**config.mk**
```make
export PLATFORM = sky130hd
export DESIGN_NAME = fps_front
export DESIGN_NICKNAME = d
export VERILOG_FILES = /design/src/rtl/core/radix2_fft_power_spectrum_macros.svh /design/src/rtl/core/fps_pkg.sv /design/src/rtl/core/fps_front.sv
export SDC_FILE = /design/constraint.sdc
export NUM_CORES = 1
export LEC_CHECK = 0
export ABC_CLOCK_PERIOD_IN_PS = 1500
export BUFFER_PORTS_ARGS = -buffer_cell sky130_fd_sc_hd__buf_2
export CORE_UTILIZATION = 35
export DETAILED_ROUTE_END_ITERATION = 8
export PLACE_DENSITY = 0.78
export SLEW_MARGIN = 20
export SYNTH_ARGS = -nofsm -noshare
export SYNTH_HDL_FRONTEND = slang
export SYNTH_SLANG_ARGS = --single-unit
```
**constraint.sdc**
```tcl
create_clock -name clock -period 1.5 [get_ports clock]
set_input_delay 0.075 -clock clock [delete_from_list [all_inputs] [get_ports clock]]
set_output_delay 0.075 -clock clock [all_outputs]
set_load 0.03 [all_outputs]
```
**src/rtl/core/radix2_fft_power_spectrum_macros.svh**
```systemverilog
// assertion macros for the fft power spectrum core
// no dependencies; included by fps_engine, which checks its own logic
`ifndef RADIX2_FFT_POWER_SPECTRUM_MACROS_SVH
`define RADIX2_FFT_POWER_SPECTRUM_MACROS_SVH

// same-cycle implication
`define FPS_ASSERT_IMPLIES(lbl, clk, rst, ante, cons) \
   lbl: assert property (@(posedge clk) disable iff (rst) (ante) |-> (cons)) \
      else $error("fft power spectrum check failed");

// next-cycle implication
`define FPS_ASSERT_NEXT(lbl, clk, rst, ante, cons) \
   lbl: assert property (@(posedge clk) disable iff (rst) (ante) |=> (cons)) \
      else $error("fft power spectrum check failed");

`endif

```
**src/rtl/core/fps_pkg.sv**
```systemverilog
// types, widths and the twiddle generator for the fft power spectrum core
// no dependencies
package fps_pkg;

   localparam int SAMPLE_W = 16;
   localparam int WORK_W   = 25;
   localparam int TW_W     = 17;
   localparam int POWER_W  = 48;
   localparam int ENERGY_W = 64;
   localparam int SHIFT_W  = 6;
   localparam int BIN_W    = 8;

   localparam logic [SHIFT_W-1:0] SHIFT_RESET = 6'd32;
   localparam logic [63:0] TWO_PI_Q30 = 64'd6746518852;

   localparam logic [63:0] TAYLOR_SIN_DIV [12] = '{
      64'd6, 64'd20, 64'd42, 64'd72, 64'd110, 64'd156,
      64'd210, 64'd272, 64'd342, 64'd420, 64'd506, 64'd600};
   localparam logic [63:0] TAYLOR_COS_DIV [12] = '{
      64'd2, 64'd12, 64'd30, 64'd56, 64'd90, 64'd132,
      64'd182, 64'd240, 64'd306, 64'd380, 64'd462, 64'd552};

   typedef struct packed {
      logic signed [TW_W-1:0] c;
      logic signed [TW_W-1:0] s;
   } tw_pair_type;

   // q30 to q15, round half up, clamp to [0, 32767]
   function automatic logic signed [TW_W-1:0] to_q15(input logic signed [63:0] q30);
      logic signed [63:0] v;
      v = (q30 + 64'sd16384) >>> 15;
      if (q30 < 0) begin
         return '0;
      end else if (v > 64'sd32767) begin
         return TW_W'(32767);
      end else begin
         return TW_W'(v);
      end
   endfunction

   // cos and sin of 2*pi*k/2^stages from a q30 taylor series, evaluated at elaboration
   function automatic tw_pair_type twiddle(input int unsigned k, input int unsigned Stages);
      logic [63:0] x;
      logic [63:0] x2;
      logic [63:0] ts;
      logic [63:0] tc;
      logic signed [63:0] ss;
      logic signed [63:0] sc;
      logic signed [TW_W-1:0] cq;
      logic signed [TW_W-1:0] sq;
      int unsigned j;
      int unsigned quarter;
      tw_pair_type r;
      quarter = 1 << (Stages - 2);
      j = (k <= quarter) ? k : k - quarter;
      x = (64'(j) * TWO_PI_Q30 + (64'd1 << (Stages - 1))) >> Stages;
      x2 = (x * x) >> 30;
      ts = x;
      tc = 64'd1 << 30;
      ss = $signed(x);
      sc = $signed(64'd1 << 30);
      for (int n = 1; n <= 12; n++) begin
         ts = ((ts * x2) >> 30) / TAYLOR_SIN_DIV[n-1];
         tc = ((tc * x2) >> 30) / TAYLOR_COS_DIV[n-1];
         if (n % 2 == 1) begin
            ss = ss - $signed(ts);
            sc = sc - $signed(tc);
         end else begin
            ss = ss + $signed(ts);
            sc = sc + $signed(tc);
         end
      end
      cq = to_q15(sc);
      sq = to_q15(ss);
      if (k <= quarter) begin
         r.c = cq;
         r.s = sq;
      end else begin
         r.c = -sq;
         r.s = cq;
      end
      return r;
   endfunction

endpackage

```
**src/rtl/core/fps_front.sv**
```systemverilog
// sample front end: tracks the position in the frame and tags the last sample
// depends on fps_pkg
module fps_front #(
   parameter int POINTS = 256
) (
   input  logic                                 clock,
   input  logic                                 reset,
   input  logic                                 req_valid,
   output logic                                 req_ready,
   input  logic signed [fps_pkg::SAMPLE_W-1:0]  req_sample,
   output logic                                 push_valid,
   input  logic                                 push_ready,
   output logic signed [fps_pkg::SAMPLE_W-1:0]  push_sample,
   output logic [$clog2(POINTS)-1:0]            push_pos,
   output logic                                 push_last
);
   import fps_pkg::*;

   localparam int AW = $clog2(POINTS);

   logic [AW-1:0] pos_ff, pos_in;

   assign req_ready   = push_ready;
   assign push_valid  = req_valid;
   assign push_sample = req_sample;
   assign push_pos    = pos_ff;
   assign push_last   = (pos_ff == AW'(POINTS - 1));

   // wraps naturally at the frame end
   always_comb begin
      pos_in = (req_valid && push_ready) ? pos_ff + AW'(1) : pos_ff;
   end

   always_ff @(posedge clock) begin
      if (reset) begin
         pos_ff <= '0;
      end else begin
         pos_ff <= pos_in;
      end
   end

endmodule

```
# == After elaboration in Yosys (flattened, before gate mapping) ==
# Cells that the tools add are included.
# totals
wordCells,4
register_bits,8
input_bits,20
output_inout_bits,27
# op_classes
n_reduce_logical,1
add_sub_neg,1
eq_ne,1
# op_table
cell,count
adder 8 x 1 -> 8 bit (second input constant),1
equality test 8 bit (second input constant),1
logical AND 1 bit,1

# == Depth between registers and ports, before layout ==
# logic_depth
ltp_word,1
depth_mapped,4

# == Least setup slack after synthesis ==
# No wires, ideal clock.
# synth_timing
kind,reg-to-reg
from,"register pos_ff[0], in the netlist push_pos[0]"
to,"register pos_ff[6], in the netlist push_pos[6]"
path_stages_with_launch,5
synth_period_minus_slack_ps,1505
arrival_time_ps,1435
slack_ps,-5
n_path_buf,0
cell_sequence,dfxtp_1 -> ha_1 -> nand3_1 -> or4_1 -> a21oi_1
# synth_via
elab_chain_len,1
# synth_rtl
element,line,source
"start, declared",fps_front.sv:21,"logic [AW-1:0] pos_ff, pos_in;"
"start signal, assigned",fps_front.sv:38,pos_ff <= pos_in;
adder 8 x 1 -> 8 bit,fps_front.sv:31,pos_in = (req_valid && push_ready) ? pos_ff + AW'(1) : pos_ff;
# Every way passes these cells.
# A chain may end at the register's enable or synchronous reset.

# == Final worst setup path ==
# layout_timing
from,"register pos_ff[1], in the netlist push_pos[1]"
to,"register pos_ff[6], in the netlist push_pos[6]"
# Same word-level chain as after synthesis.

==> run metrics <==
status finished, final reports clean; worst skew pair latency 0.25 ns; Final Critical Period 1.339 ns; Avg Cell Area, Syn 8.279 um2; Critical Path Start Type flip-flop; largest net degree at the start of global routing 9; CP arrival 1.53 ns; CTS tree done; Core Box Area 1318 um2; CP Capture Type flip-flop; setup TNS 0 ns; Max Root-Sink Buffers 2; WL per Instance 11.62 um; Rel. slew slack 85.94%; total power after layout 0.4224 mW; DR vias 392; initial DRC count 7; CP Class flip-flop to flip-flop; num rows 13; Final Hold Vio Count 0; final clock period utilization by the worst path 89.30%; reg2reg end push_pos[6]; adder-cell share of the synthesized area 2.519%; pin slew with the least headroom to its limit 0.2091 ns; Die H 39.67 um; CTS Buf Count 3; PwrDens 898.0 nW/um2; post-layout util 35.71%; slowest stage cell, crit path or4_1; simple-gate portion of the synthesized area 20.40%; DR vias/cell 5.370; Design Area, Final 470.5 um2; EDFF count, synth 0; post-synthesis mux area share 0%; Netlist cell types 18; initial antenna violation count 0; clk root buf clkbuf_4; CP max stage delay 0.41 ns; worst-case reg-to-reg path depth 4; ys flop type dfxtp_1; complex-gate fraction of the synthesized area 12.59%; synthesized area 496.7 um2; setup bufs post-CTS 0; Fin Hold WS 0.09945 ns; Initial Util 37.70%; crit path from push_pos[1]; First-pass DRT Iterations 4; grt ovf 0; fraction of registers with async set/reset 0%; # DRC 0; setup slack, reg-to-reg 0.16 ns; Slew Limit Fails 0; total track usage 12.96%; vias in the first global route 312; Worst Path Max Fanout 4; H-Tree Depth 1; Resize count post-CTS 0; Hold/Removal Path Class input pin to flip-flop; commonest cells after routing, fill and taps aside 14 x buf_2, 7 x dfxtp_1, 6 x a21oi_1; I/O pin count 47; Port Buffers 14; first-pass GRT wire length 1283 um; FF+latch count, synth 8; Post-DP Area 447.9 um2; worst setup path endpoint push_pos[6]; Mapped Cells 60; Die Area 1574 um2; sequential-to-total area share from yosys stat 32.24%; Post-layout nets 81; clk_skew 0.007150 ns; fmax 746.6 MHz; crit path cell chain ha_1 -> nand3_1 -> or4_1 -> a21oi_1; Largest register FFs 8; Reg2Reg Launch Point push_pos[1]; # Max-Cap Violations 0; syn nets 81; CTS Sinks 8; Synth Area in XOR/XNOR 3.526%; largest family of logic cells by synthesized area buffers and inverters; synth-to-layout area growth -5.290%; routability cong. 0.7572; Clock transition at path regs 0.06 ns; CP required 1.69 ns; # diodes 0; RSZ-0062 raised after global routing false; drt total wl 848 um; synthesis warning total 0; Post-CTS Hold Buffers 0; Die W 39.67 um; setup violators final 0; commonest non-fill, non-tap cell in the layout buf_2; Peak VDD IR 0.4877 mV; LEAKAGE 0.1911 nW; Routed Antenna Nets 0; ratio of cells with drive above 1 in the final layout 34.48%
-- power breakdown --
part / internal [mW] / switching (mW)
clock network: 0.0914 / 0.0713
logic: 0.0114 / 0.0272
registers: 0.217 / 0.00444
-- routing by layer --
layer	global-route usage, %	part of all wire, %
met1	13.65	44
met3	5.114	10
met4	13.79	2.2
met2	18.44	44
met5	0	0
-- worst min-delay path by stage --
stage,startpoint,to,slack (ns),cells past startpoint
finish,reset,push_pos[6],0.1,2
global route,reset,push_pos[3],0.11,2
floorplan,push_ready,push_pos[1],0.24,2
global placement,req_sample[11],push_sample[11],0.15,0
CTS,reset,push_pos[6],0.09,2
detailed placement,req_sample[11],push_sample[11],0.15,0
-- worst max-delay path, delay by kind of cell (launching register included) --
family / cells / cell delay (ns)
simple gates: 2 / 0.54
flops: 1 / 0.38
fa+ha+maj: 1 / 0.21
compound gates: 1 / 0.14
-- area by class of cell --
type	count	area, um2
clock buffers	3	22.52
inverters	1	3.754
flip-flops and latches	8	161.4
multi-input cells	32	193.9
fillers	152	847.1
repair buffers	14	70.07
well taps	15	18.77
-- cell usage after synthesis (all sizes together) (2+ instances only) --
cell   count  area (um2)
a21oi      6       30.03
buf       19       138.9
dfxtp      8       160.2
nand2      4       15.01
nand3      4       20.02
nand4      2       18.77
nor2       3       11.26
o21ai      2       10.01
o31ai      3       22.52
or3        2       13.77
or4        3       22.52
-- through the flow --
stage / instances / worst slack, ns
6_report: 73 / 0.1606
3_5_place_dp: 70 / 0.1705
2_1_floorplan: 60 / 0.005842
5_1_grt: 73 / 0.06381
4_1_cts: 73 / 0.1525
3_3_place_gp: 70 / 0.2310
-- cells by family after synthesis --
family,count (synthesis)
fa+ha+maj,1
simple gates,18
buf+inv,20
xor+xnor,2
compound gates,11
flops,8
Power figures use the tool's default switching activity.
