===== src/rtl/core/radix2_fft_power_spectrum_macros.svh =====
// assertion macros for the fft power spectrum core
// no dependencies; included by fps_engine, which checks its own logic
`ifndef RADIX2_FFT_POWER_SPECTRUM_MACROS_SVH
`define RADIX2_FFT_POWER_SPECTRUM_MACROS_SVH

// same-cycle implication
`define FPS_ASSERT_IMPLIES(lbl, clk, rst, ante, cons) \
   lbl: assert property (@(posedge clk) disable iff (rst) (ante) |-> (cons)) \
      else $error("fft power spectrum check failed");

// next-cycle implication
`define FPS_ASSERT_NEXT(lbl, clk, rst, ante, cons) \
   lbl: assert property (@(posedge clk) disable iff (rst) (ante) |=> (cons)) \
      else $error("fft power spectrum check failed");

`endif


===== src/rtl/core/fps_queue.sv =====
// two-entry word queue between the sample front end and the fft engine
// no package dependencies
module fps_queue #(
   parameter int W = 25
) (
   input  logic         clock,
   input  logic         reset,
   input  logic         push_valid,
   output logic         push_ready,
   input  logic [W-1:0] push_data,
   output logic         pop_valid,
   input  logic         pop_ready,
   output logic [W-1:0] pop_data
);

   logic [W-1:0] slot_ff [2];
   logic         wr_ff, wr_in;
   logic         rd_ff, rd_in;
   logic [1:0]   cnt_ff, cnt_in;
   logic         push_fire;
   logic         pop_fire;

   assign push_ready = (cnt_ff != 2'd2);
   assign pop_valid  = (cnt_ff != 2'd0);
   assign pop_data   = slot_ff[rd_ff];
   assign push_fire  = push_valid && push_ready;
   assign pop_fire   = pop_valid && pop_ready;

   always_comb begin
      wr_in  = push_fire ? ~wr_ff : wr_ff;
      rd_in  = pop_fire ? ~rd_ff : rd_ff;
      cnt_in = cnt_ff + 2'(push_fire) - 2'(pop_fire);
   end

   always_ff @(posedge clock) begin
      if (reset) begin
         wr_ff  <= 1'b0;
         rd_ff  <= 1'b0;
         cnt_ff <= 2'd0;
      end else begin
         wr_ff  <= wr_in;
         rd_ff  <= rd_in;
         cnt_ff <= cnt_in;
      end
   end

   always_ff @(posedge clock) begin
      if (push_fire) begin
         slot_ff[wr_ff] <= push_data;
      end
   end

endmodule


===== config.mk =====
export PLATFORM = sky130hd
export DESIGN_NAME = fps_queue
export DESIGN_NICKNAME = d
export VERILOG_FILES = /design/src/rtl/core/radix2_fft_power_spectrum_macros.svh /design/src/rtl/core/fps_queue.sv
export SDC_FILE = /design/constraint.sdc
export NUM_CORES = 1
export LEC_CHECK = 0
export BUFFER_PORTS_ARGS = -buffer_cell sky130_fd_sc_hd__buf_2
export CORE_UTILIZATION = 40
export DETAILED_ROUTE_END_ITERATION = 8
export SLEW_MARGIN = 20
export SYNTH_ARGS = -nofsm -noshare
export SYNTH_HDL_FRONTEND = slang
export SYNTH_SLANG_ARGS = --single-unit

===== constraint.sdc =====
create_clock -name clock -period 4.15 [get_ports clock]
set_input_delay 0.83 -clock clock [delete_from_list [all_inputs] [get_ports clock]]
set_output_delay 0.83 -clock clock [all_outputs]
set_load 0.02 [all_outputs]

# After elaboration in Yosys (flattened, before gate mapping)
# Memory sizes are Yosys's and may differ from the RTL's. A register that Yosys moved wholly into a read port is not among the register bits.
# Index checks and enable logic that the tools add are counted.
# totals
memories	1
mem_bits_rw	50
ff_bits	4
in_bits	29
# mem_list
name	words	width	read_ports	rd_ports_with_merged_regs	wr	line_no	rtl
slot_ff	2	25	1	1	1	fps_queue.sv:16	logic [W-1:0] slot_ff [2];
# op_classes
n_bitwise	2
n_mux	4
n_reduce_logical	3
n_addsub	2
n_eq_ne	1
# ops
op	count
$mux 1	4
$add 2x1->2	1
$logic_and 1x1->1	2
$ne 2x2->1 const B	1
$not 1->1	2
$reduce_bool 2->1	1
$sub 2x1->2	1

# Logic depth before layout (Yosys ltp)
# Gate-level depths: netlist of the first run.
# logic_depth
word_depth	4
depth_mapped	8
depth_no_buf	8

# Least setup slack after synthesis of the first run
# Ideal clock, no wire load.
# synth_path
path_type	in2reg
from	in push_valid
to	mem slot_ff[0][0], enable pin
arrival_ns	1.963
slack_ns	1.780
t_required_ns	3.743
setup_ns	0.407
path_stages	2
path_cell_list	nand2_2 > nor2_1
# synth_via
elab_chain_len	3
# synth_lines
item	line_no	rtl
start: declaration	fps_queue.sv:8	input logic push_valid,
$logic_and 1x1->1	fps_queue.sv:26	assign push_fire = push_valid && push_ready;
$mux 1	fps_queue.sv:48	if (push_fire) begin
$mux 1 (not written as such)	fps_queue.sv:49	slot_ff[wr_ff] <= push_data;
end: declaration	fps_queue.sv:16	
# Every way passes these cells.

==> qor.yml, run 1 <==
drc: 0
crit_buf_inv: 2
async_reset_ff_share_pct: 0
maxSlewViolCount: 0
fill_cells: 458
place_inst: 227
initial_utilization_pct: 41.7
antenna_left: 0
drt_wl_total_um: 3370
synth.yosys.seq_area_share_pct: 75.2
worstSetupPathType: "flop to primary output"
area_growth_pct: 20.4
synth_area_leaders: "edfxtp_1, mux2_4, dfxtp_1"
cts_tree: "done"
hp-class: "flop to flop"
maxCapViolations: 0
synth-main-ff-cell: "edfxtp_1"
yosysMostFrequentCell: "edfxtp_1"
path_delay_family: "buffers and inverters"
cts_hold_buf: 0
slew_headroom_pct: 59.4
synth_seq_cells: 55
ys_warn_count: 0
drive_gt1_share_pct: 53.3
finalSetupTns_ns: 0
synth_mux_area_share_pct: 17.5
die_area_mm2: 0.00562
synth-xor-area-share_pct: 1.23
syn-instance-count: 102
rsz0062_at_grt: "false"
hold_viol: 0
clk_latency_ns: 0.30
synth_top_area_share_pct: 70.5
synthSimpleGateAreaFrac_pct: 2.76
clock_skew_ns: 0.00817
crit_chain: "buf_4 > mux2_1 > buf_2"
worstPathArrival_ns: 1.77
die_w_um: 75.0
synth_compound_area_share_pct: 0.411
finalSetupViolations: 0
antenna_found_initial: 0
vdd_ir_drop_max_uv: 321
diodes: 0
clk_pin_slew_ns: 0.09
worst_pin_slew_ns: 0.608
cp-end-kind: "primary output"
instances_no_fill: 235
outcome: "complete, no violations"
crit_path_max_incr_delay_ns: 0.54
cp-start-kind: "flop"
regArea_mm2: 0.00160
ctsResizeCount: 0
finalCriticalPeriod_ns: 2.60
drtIter0Drc: 48
core_mm2: 0.00511
design.final.nets: 195
cts_root_buf: "clkbuf_8"
grt_pass1_vias: 1071
dr.pass1.iters: 2
portBuffers: 55
synth_fa_ha_area_share_pct: 1.18
numClockSinks: 55
vias: 1035
row_count: 26
synth_top_family_by_area: "multiplexers"
synth_common_cells: "edfxtp_1, mux2_4, dfxtp_1, mux2_1, nor2_1"
ys_types: 16
wl_per_cell_um: 14.3
grt_pass1_wl_um: 4890
syn_area_per_cell_um2: 20.9
place_congestion: 0.632
cp.required_ns: 3.32
power_density_mw_per_mm2: 580
p_leak_nw: 1.02
multi_input_area_um2: 493
cts_setup_buffers: 0
die_h_um: 75.0
synth.cell_area_mm2: 0.00213
clockBufferDepth: 2
critPathMaxFanout: 19
grt_use_total_pct: 12.5
gr-total-overflow: 0
fin_crit_sh_pct: 62.6
num_io_pins: 56
timing.fmax_mhz: 385
vias_per_cell: 4.40
dp_hpwl_um: 2360
crit_slowest_cell: "dfxtp_1"
cts_buffers: 5
synth_edf_count: 50
synth_top_area_cell: "edfxtp_1"
htreeDepth: 2
grt_max_degree: 26
syn-num-nets: 133
final cells by class:
| class | instances | share of cell area, % |
|---|---|---|
| repair buffers | 58 | 11.6 |
| flip-flops and latches | 55 | 62.5 |
| clock buffers | 8 | 3.12 |
| multi-input cells | 43 | 19.2 |
| inverters | 1 | 0.146 |
| well taps | 70 | 3.42 |
routing by layer:
metal  GRT usage (%)  vias to the layer above  wire length (um)
li1                -                      506                 -
met1            13.9                      498              1380
met2            22.1                       27              1800
met3            4.02                        4               161
met4            5.03                        0                24
met5               0                        -                 0
where the power goes:
group | internal [mW] | switching (mW) | leakage, nW
clock network | 0.120 | 0.157 | 0.0395
logic | 0.217 | 0.258 | 0.468
registers | 0.698 | 0.0361 | 0.509
flip-flops by register name, summed over array words and instances, names as in the netlist, named ones only:
register  count
slot_ff      50
cnt_ff        2
rd_ff         1
wr_ff         1
per-stage QoR:
step | util, % | cell area (um2) | total power, mW | hold WS [ns] | worst slack (ns)
CTS | 50.2 | 2560 | 1.50 | 0.532 | 1.54
detailed placement | 48.6 | 2480 | 1.23 | 0.509 | 1.89
floorplan | - | 2130 | 1.11 | 0.480 | 1.78
global route | 50.2 | 2560 | 1.56 | 0.566 | 1.46
global placement | 48.6 | 2480 | 1.22 | 0.498 | 1.91
finish | 50.2 | 2560 | 1.49 | 0.527 | 1.55
placed cells by master (no fill, tap or decap), drive strengths merged:
cell type,netlist,final
buf,3,58
edfxtp,50,50
mux2,26,26
clkbuf,0,8
dfxtp,5,5
nor2,5,5
nor2b,2,2
xnor2,2,2
ha,2,2
o21a,1,1
nand2b,1,1
nand2,1,1
or2,1,1
inv,1,1
and3,1,1
xor2,1,1
tightest hold or removal path, stage by stage (launching register included):
cell     delay, ns
dfxtp_1       0.34
xnor2_1       0.08
nor2_1        0.07
cell families (layout without fill, tap and decap cells):
group                      after synthesis  count (layout)
xor gates and xnor gates                 3               3
buffers and inverters                    4              67
adders and majority gates                2               2
DFF                                     55              55
and+or+nand+nor                         11              11
muxes                                   26              26
AOI/OAI and AO/OA                        1               1
final timing paths:
path	startpoint	to	slack [ns]	cells past startpoint
max	flop	pop_data[2]	1.55	3
min	rd_ff	rd_ff	0.53	2
max reg2reg	cnt_ff[0]	slot_ff[0][21]	2.37	4
min reg2reg	rd_ff	rd_ff	0.53	2
No activity file was read; power rests on OpenSTA's default activity.
==> run 2: changes to the inputs <==
==> constraint.sdc (replaced) <==
create_clock -name clock -period 2.5 [get_ports clock]
set_input_delay 0.5 -clock clock [delete_from_list [all_inputs] [get_ports clock]]
set_output_delay 0.5 -clock clock [all_outputs]
set_load 0.02 [all_outputs]
==> qor.yml, run 2 (synthesis gave the netlist of run 1 again) <==
portBuffers: 55  # unchanged
place_ws_ns: 0.810  # was 1.89 ns
place_congestion: 0.619  # was 0.632
crit_buf_inv: 2  # unchanged
design.final.nets: 198  # was 195
crit_chain: "buf_4 > mux2_1 > buf_2"  # unchanged
p_leak_nw: 1.05  # was 1.02 nW
cts_root_buf: "clkbuf_8"  # unchanged
path_delay_family: "buffers and inverters"  # unchanged
antenna_found_initial: 0  # unchanged
grt_pass1_vias: 1040  # was 1071
num_io_pins: 56  # unchanged
vias_per_cell: 4.54  # was 4.40
maxCapViolations: 0  # unchanged
rsz0062_at_grt: "false"  # unchanged
diodes: 0  # unchanged
reg.largest.list: "slot_ff (50), cnt_ff (2)"  # unchanged
critPathMaxFanout: 14  # was 19
vias: 1080  # was 1035
grt_use_total_pct: 12.4  # was 12.5%
cts_hold_buf: 0  # unchanged
drc: 0  # unchanged
timing.fmax_mhz: 518
layout_common_cells: "buf_2, edfxtp_1, mux2_4"  # unchanged
hold_viol: 0  # unchanged
drtIter0Drc: 35  # was 48
drive_gt1_share_pct: 56.0  # was 53.3%
core_mm2: 0.00511  # unchanged
hp-class: "primary input to flop"  # was flop to flop
worstSetupPathType: "flop to primary output"  # unchanged
worst_pin_slew_ns: 0.267  # was 0.608 ns
antenna_left: 0  # unchanged
worstPathArrival_ns: 1.43  # was 1.77 ns
finalSetupTns_ns: 0  # unchanged
grt_max_degree: 18  # was 26
largest_register: "slot_ff"  # unchanged
row_count: 26  # unchanged
clock_skew_ns: 0.00607  # was 0.00817 ns
fill_cells: 454  # was 458
ctsResizeCount: 0  # unchanged
finalSetupViolations: 0  # unchanged
gr-total-overflow: 0  # unchanged
wl_per_cell_um: 14.0  # was 14.3 um
power_density_mw_per_mm2: 989  # was 580 mW/mm2
final_common_cell: "buf_2"  # unchanged
cts_tree: "done"  # unchanged
die_w_um: 75.0  # unchanged
vdd_ir_drop_max_uv: 613  # was 321 uV
finalCriticalPeriod_ns: 1.93
maxSlewViolCount: 0  # unchanged
area_growth_pct: 23.0  # was 20.4%
cp.required_ns: 2.00  # was 3.32 ns
numClockSinks: 55  # unchanged
drt_wl_total_um: 3320  # was 3370 um
cts_setup_buffers: 0  # unchanged
cp-end-kind: "primary output"  # unchanged
die_h_um: 75.0  # unchanged
cts_buffers: 5  # unchanged
outcome: "complete, no violations"  # unchanged
crit_path_max_incr_delay_ns: 0.35  # was 0.54 ns
htreeDepth: 2  # unchanged
clk_pin_slew_ns: 0.09  # about the same
dr.pass1.iters: 2  # unchanged
crit_slowest_cell: "mux2_1"  # was dfxtp_1
clockBufferDepth: 2  # unchanged
fin_ws_ns: 0.571  # was 1.55 ns
initial_utilization_pct: 41.7  # unchanged
clk_latency_ns: 0.30  # about the same
slew_headroom_pct: 82.2  # was 59.4%
cp-start-kind: "flop"  # unchanged
grt_pass1_wl_um: 4940  # was 4890 um
largest_reg_flops: 50  # unchanged
fin_crit_sh_pct: 77.2
die_area_mm2: 0.00562  # unchanged
-- run 2: changes by cell type in the layout (fill, tap and decap cells not counted) --
| cell | delta |
|---|---|
| buf_4 | +3 |
| bufinv_16 | +1 |
| clkbuf_1 | -3 |
| clkinv_2 | +1 |
| clkinv_4 | +1 |
-- run 2: final timing paths --
| check | from | endpoint | slack [ns] | depth (start not counted) |
|---|---|---|---|---|
| min | push_data[5] | slot_ff[1][5] | 0.38 | 1 |
| min reg2reg | rd_ff | rd_ff | 0.54 | 2 |
| max reg2reg | cnt_ff[0] | cnt_ff[1] | 0.94 | 8 |
| max | flop | pop_data[2] | 0.57 | 3 |
-- run 2: worst reg2reg max path, delay by kind of cell, from the launching register on --
kind / cells / cell delay [ns]
flip-flops: 1 / 0.38
adder cells (fa/ha/maj): 2 / 0.41
XOR/XNOR: 2 / 0.31
AND/OR/NAND/NOR: 3 / 0.31
buffers and inverters: 1 / 0.06
-- run 2: where the power goes --
| part | internal [mW] | switching, mW | leakage, nW |
|---|---|---|---|
| sequential | 1.16 | 0.0461 | 0.509 |
| combinational | 0.375 | 0.447 | 0.483 |
| clock | 0.298 | 0.268 | 0.0581 |
-- run 2: layer usage --
layer	vias to the layer above	GRT usage [%]	share of wire (%)
met1	531	14.5	40
met5	-	0	0
met2	26	21.3	55
li1	516	-	-
met3	7	3.61	4.3
met4	0	5.03	1.4
-- run 2: area by class of cell --
class | instances | area, um2 | share of cell area (%)
Clock buffer | 5 | 68.8 | 2.63
Multi-Input combinational cell | 43 | 493 | 18.8
Timing Repair Buffer | 61 | 320 | 12.2
Inverter | 1 | 3.75 | 0.143
Sequential cell | 55 | 1600 | 61.2
Clock inverter | 3 | 43.8 | 1.67
Tap cell | 70 | 87.6 | 3.34
-- run 2: through the flow --
stage / util (%) / std cells / total power [mW] / hold slack [ns] / instance area (um2)
3_5_place_dp: 49.1 / 230 / 2.06 / 0.529 / 2510
4_1_cts: 51.3 / 238 / 2.64 / 0.371 / 2620
2_1_floorplan: - / 102 / 1.83 / 0.480 / 2130
6_report: 51.3 / 238 / 2.59 / 0.380 / 2620
3_3_place_gp: 49.1 / 230 / 2.04 / 0.513 / 2510
5_1_grt: 51.3 / 238 / 2.72 / 0.365 / 2620
==> run 3: changes to the inputs <==
--- a/config.mk
+++ b/config.mk
@@ -8,6 +8,7 @@
 export BUFFER_PORTS_ARGS = -buffer_cell sky130_fd_sc_hd__buf_2
 export CORE_UTILIZATION = 40
 export DETAILED_ROUTE_END_ITERATION = 8
+export PLACE_DENSITY = 0.66
 export SLEW_MARGIN = 20
 export SYNTH_ARGS = -nofsm -noshare
 export SYNTH_HDL_FRONTEND = slang
==> constraint.sdc (replaced) <==
create_clock -name clock -period 1.6 [get_ports clock]
set_input_delay 0.32 -clock clock [delete_from_list [all_inputs] [get_ports clock]]
set_output_delay 0.32 -clock clock [all_outputs]
set_load 0.02 [all_outputs]
==> qor.yml, run 3 (synthesis gave the netlist of run 1 again) <==
outcome: "finished, violations left"  # was complete, no violations
violations: "negative setup slack"
cts_hold_buf: 0  # unchanged
die_h_um: 75.0  # unchanged
worstSetupPathType: "flop to primary output"  # unchanged
core_mm2: 0.00511  # unchanged
finalCriticalPeriod_ns: 1.64
slew_headroom_pct: 86.3  # was 82.2%
layout_common_cells: "edfxtp_1, buf_2, mux2_4"  # was buf_2, edfxtp_1, mux2_4
numClockSinks: 55  # unchanged
drc: 0  # unchanged
crit_path_max_incr_delay_ns: 0.39  # was 0.35 ns
cp.required_ns: 1.28  # was 2.00 ns
drive_gt1_share_pct: 62.4  # was 56.0%
critPathMaxFanout: 13  # was 14
cts_tree: "done"  # unchanged
place_congestion: 0.613  # was 0.619
maxCapViolations: 0  # unchanged
grt_use_total_pct: 12.3  # was 12.4%
worst_pin_slew_ns: 0.203  # was 0.267 ns
regArea_mm2: 0.00161  # was 0.00160 mm2
vdd_ir_drop_max_uv: 808  # was 613 uV
power_switching_share_pct: 28.1  # was 29.4%
reg.largest.list: "slot_ff (50), cnt_ff (2)"  # unchanged
drtIter0Drc: 34  # was 35
hp-class: "primary input to flop"  # unchanged
vias_per_cell: 4.55  # was 4.54
cp-end-kind: "primary output"  # unchanged
antenna_left: 0  # unchanged
htreeDepth: 2  # unchanged
grt_pass1_vias: 1042  # was 1040
crit_chain: "buf_12 > mux2_4 > buf_2"  # was buf_4 > mux2_1 > buf_2
dr.pass1.iters: 4  # was 2
hold_viol: 0  # unchanged
placed_cell_area_mm2: 0.00255  # was 0.00251 mm2
place_inst: 230  # unchanged
antenna_found_initial: 0  # unchanged
row_count: 26  # unchanged
diodes: 0  # unchanged
die_w_um: 75.0  # unchanged
dp_hpwl_um: 2250
power_frac_clock_pct: 23.2  # was 21.8%
final_common_cell: "edfxtp_1"  # was buf_2
timing.fmax_mhz: 609
largest_reg_flops: 50  # unchanged
design.final.nets: 203  # was 198
cts_root_buf: "clkbuf_8"  # unchanged
instances_no_fill: 243  # was 238
portBuffers: 55  # unchanged
seq_power_share_pct: 42.0  # was 46.4%
clockBufferDepth: 2  # unchanged
switchingPower_mw: 1.28  # was 0.760 mW
multi_input_area_um2: 546  # was 493 um2
vias: 1105  # was 1080
final_area_mm2: 0.00285  # was 0.00262 mm2
fin_crit_sh_pct: 103
power_density_mw_per_mm2: 1600  # was 989 mW/mm2
p_comb_share_pct: 34.8  # was 31.7%
maxSlewViolCount: 0  # unchanged
p_leak_nw: 1.13  # was 1.05 nW
grt_pass1_wl_um: 4810  # was 4940 um
cts_buffers: 5  # unchanged
cp-start-kind: "flop"  # unchanged
clock_skew_ns: 0.00448  # was 0.00607 ns
die_area_mm2: 0.00562  # unchanged
crit_buf_inv: 2  # unchanged
num_io_pins: 56  # unchanged
grt_max_degree: 25  # was 18
fin_ws_ns: -0.0431  # was 0.571 ns
power.internal_mw: 3.28  # was 1.83 mW
gr-total-overflow: 0  # unchanged
largest_register: "slot_ff"  # unchanged
area_growth_pct: 33.6  # was 23.0%
wl_per_cell_um: 13.8  # was 14.0 um
clk_pin_slew_ns: 0.10  # was 0.09 ns
rsz0062_at_grt: "true"  # was false
path_delay_family: "flip-flops"  # was buffers and inverters
initial_utilization_pct: 41.7  # unchanged
drt_wl_total_um: 3360  # was 3320 um
clk_latency_ns: 0.30  # about the same
crit_slowest_cell: "dfxtp_4"  # was mux2_1
worstPathArrival_ns: 1.32  # was 1.43 ns
finalSetupViolations: 21  # was 0
finalSetupTns_ns: -0.583  # was 0 ns
fill_cells: 422  # was 454
run 3: power by group through the flow:
| stage | combinational, mW | clock (mW) | sequential, mW |
|---|---|---|---|
| final | 1.59 | 1.06 | 1.91 |
| after global routing | 1.71 | 1.15 | 1.94 |
| after CTS | 1.42 | 1.08 | 1.91 |
| after detailed placement | 1.34 | 0 | 1.95 |
| after global placement | 1.31 | 0 | 1.93 |
| after floorplan | 0.977 | 0 | 1.90 |
run 3: final cells by class:
cell class / count / area share (%)
clock inverters: 3 / 2.37
flip-flops and latches: 55 / 56.6
inverters: 1 / 0.132
multi-input cells: 43 / 19.2
repair buffers: 66 / 16.2
clock buffers: 5 / 2.42
well taps: 70 / 3.08
run 3: metrics by stage:
stage	setup WS (ns)	power (mW)	hold slack (ns)	utilization [%]
CTS	-0.0642	4.40	0.187	53.3
finish	-0.0431	4.56	0.198	55.7
global route	-0.111	4.80	0.179	55.7
global placement	0.122	3.24	0.502	50.0
detailed placement	0.0219	3.29	0.511	50.0
floorplan	0.0408	2.87	0.392	-
run 3: worst reg2reg max path, cell delays in order, from the launching register on:
cell	delay, ns
dfxtp_4	0.38
o21a_4	0.21
ha_4	0.25
inv_1	0.04
ha_2	0.17
xor2_2	0.18
xnor2_1	0.16
nor2_1	0.06
run 3: final timing paths:
path	endpoint	cells after the start	start	slack, ns
max	pop_data[13]	3	flop	-0.04
min	slot_ff[1][13]	1	push_data[13]	0.20
max reg2reg	cnt_ff[1]	7	cnt_ff[1]	0.06
min reg2reg	flop	2	rd_ff	0.54
run 3: routing by layer:
layer  global-route usage, %  part of all wire, %
met4                    5.66                  1.3
met1                    12.5                   38
met3                    4.42                  5.5
met2                    22.3                   55
met5                       0                    0
run 3: what timing repair did:
| action | 4_1_cts | 5_1_grt |
|---|---|---|
| pin swaps | 0 | 3 |
| cloned | 0 | 0 |
| gates resized for setup | 8 | 26 |
| setup endpoints to repair | 26 | 26 |
| setup buffers | 2 | 3 |
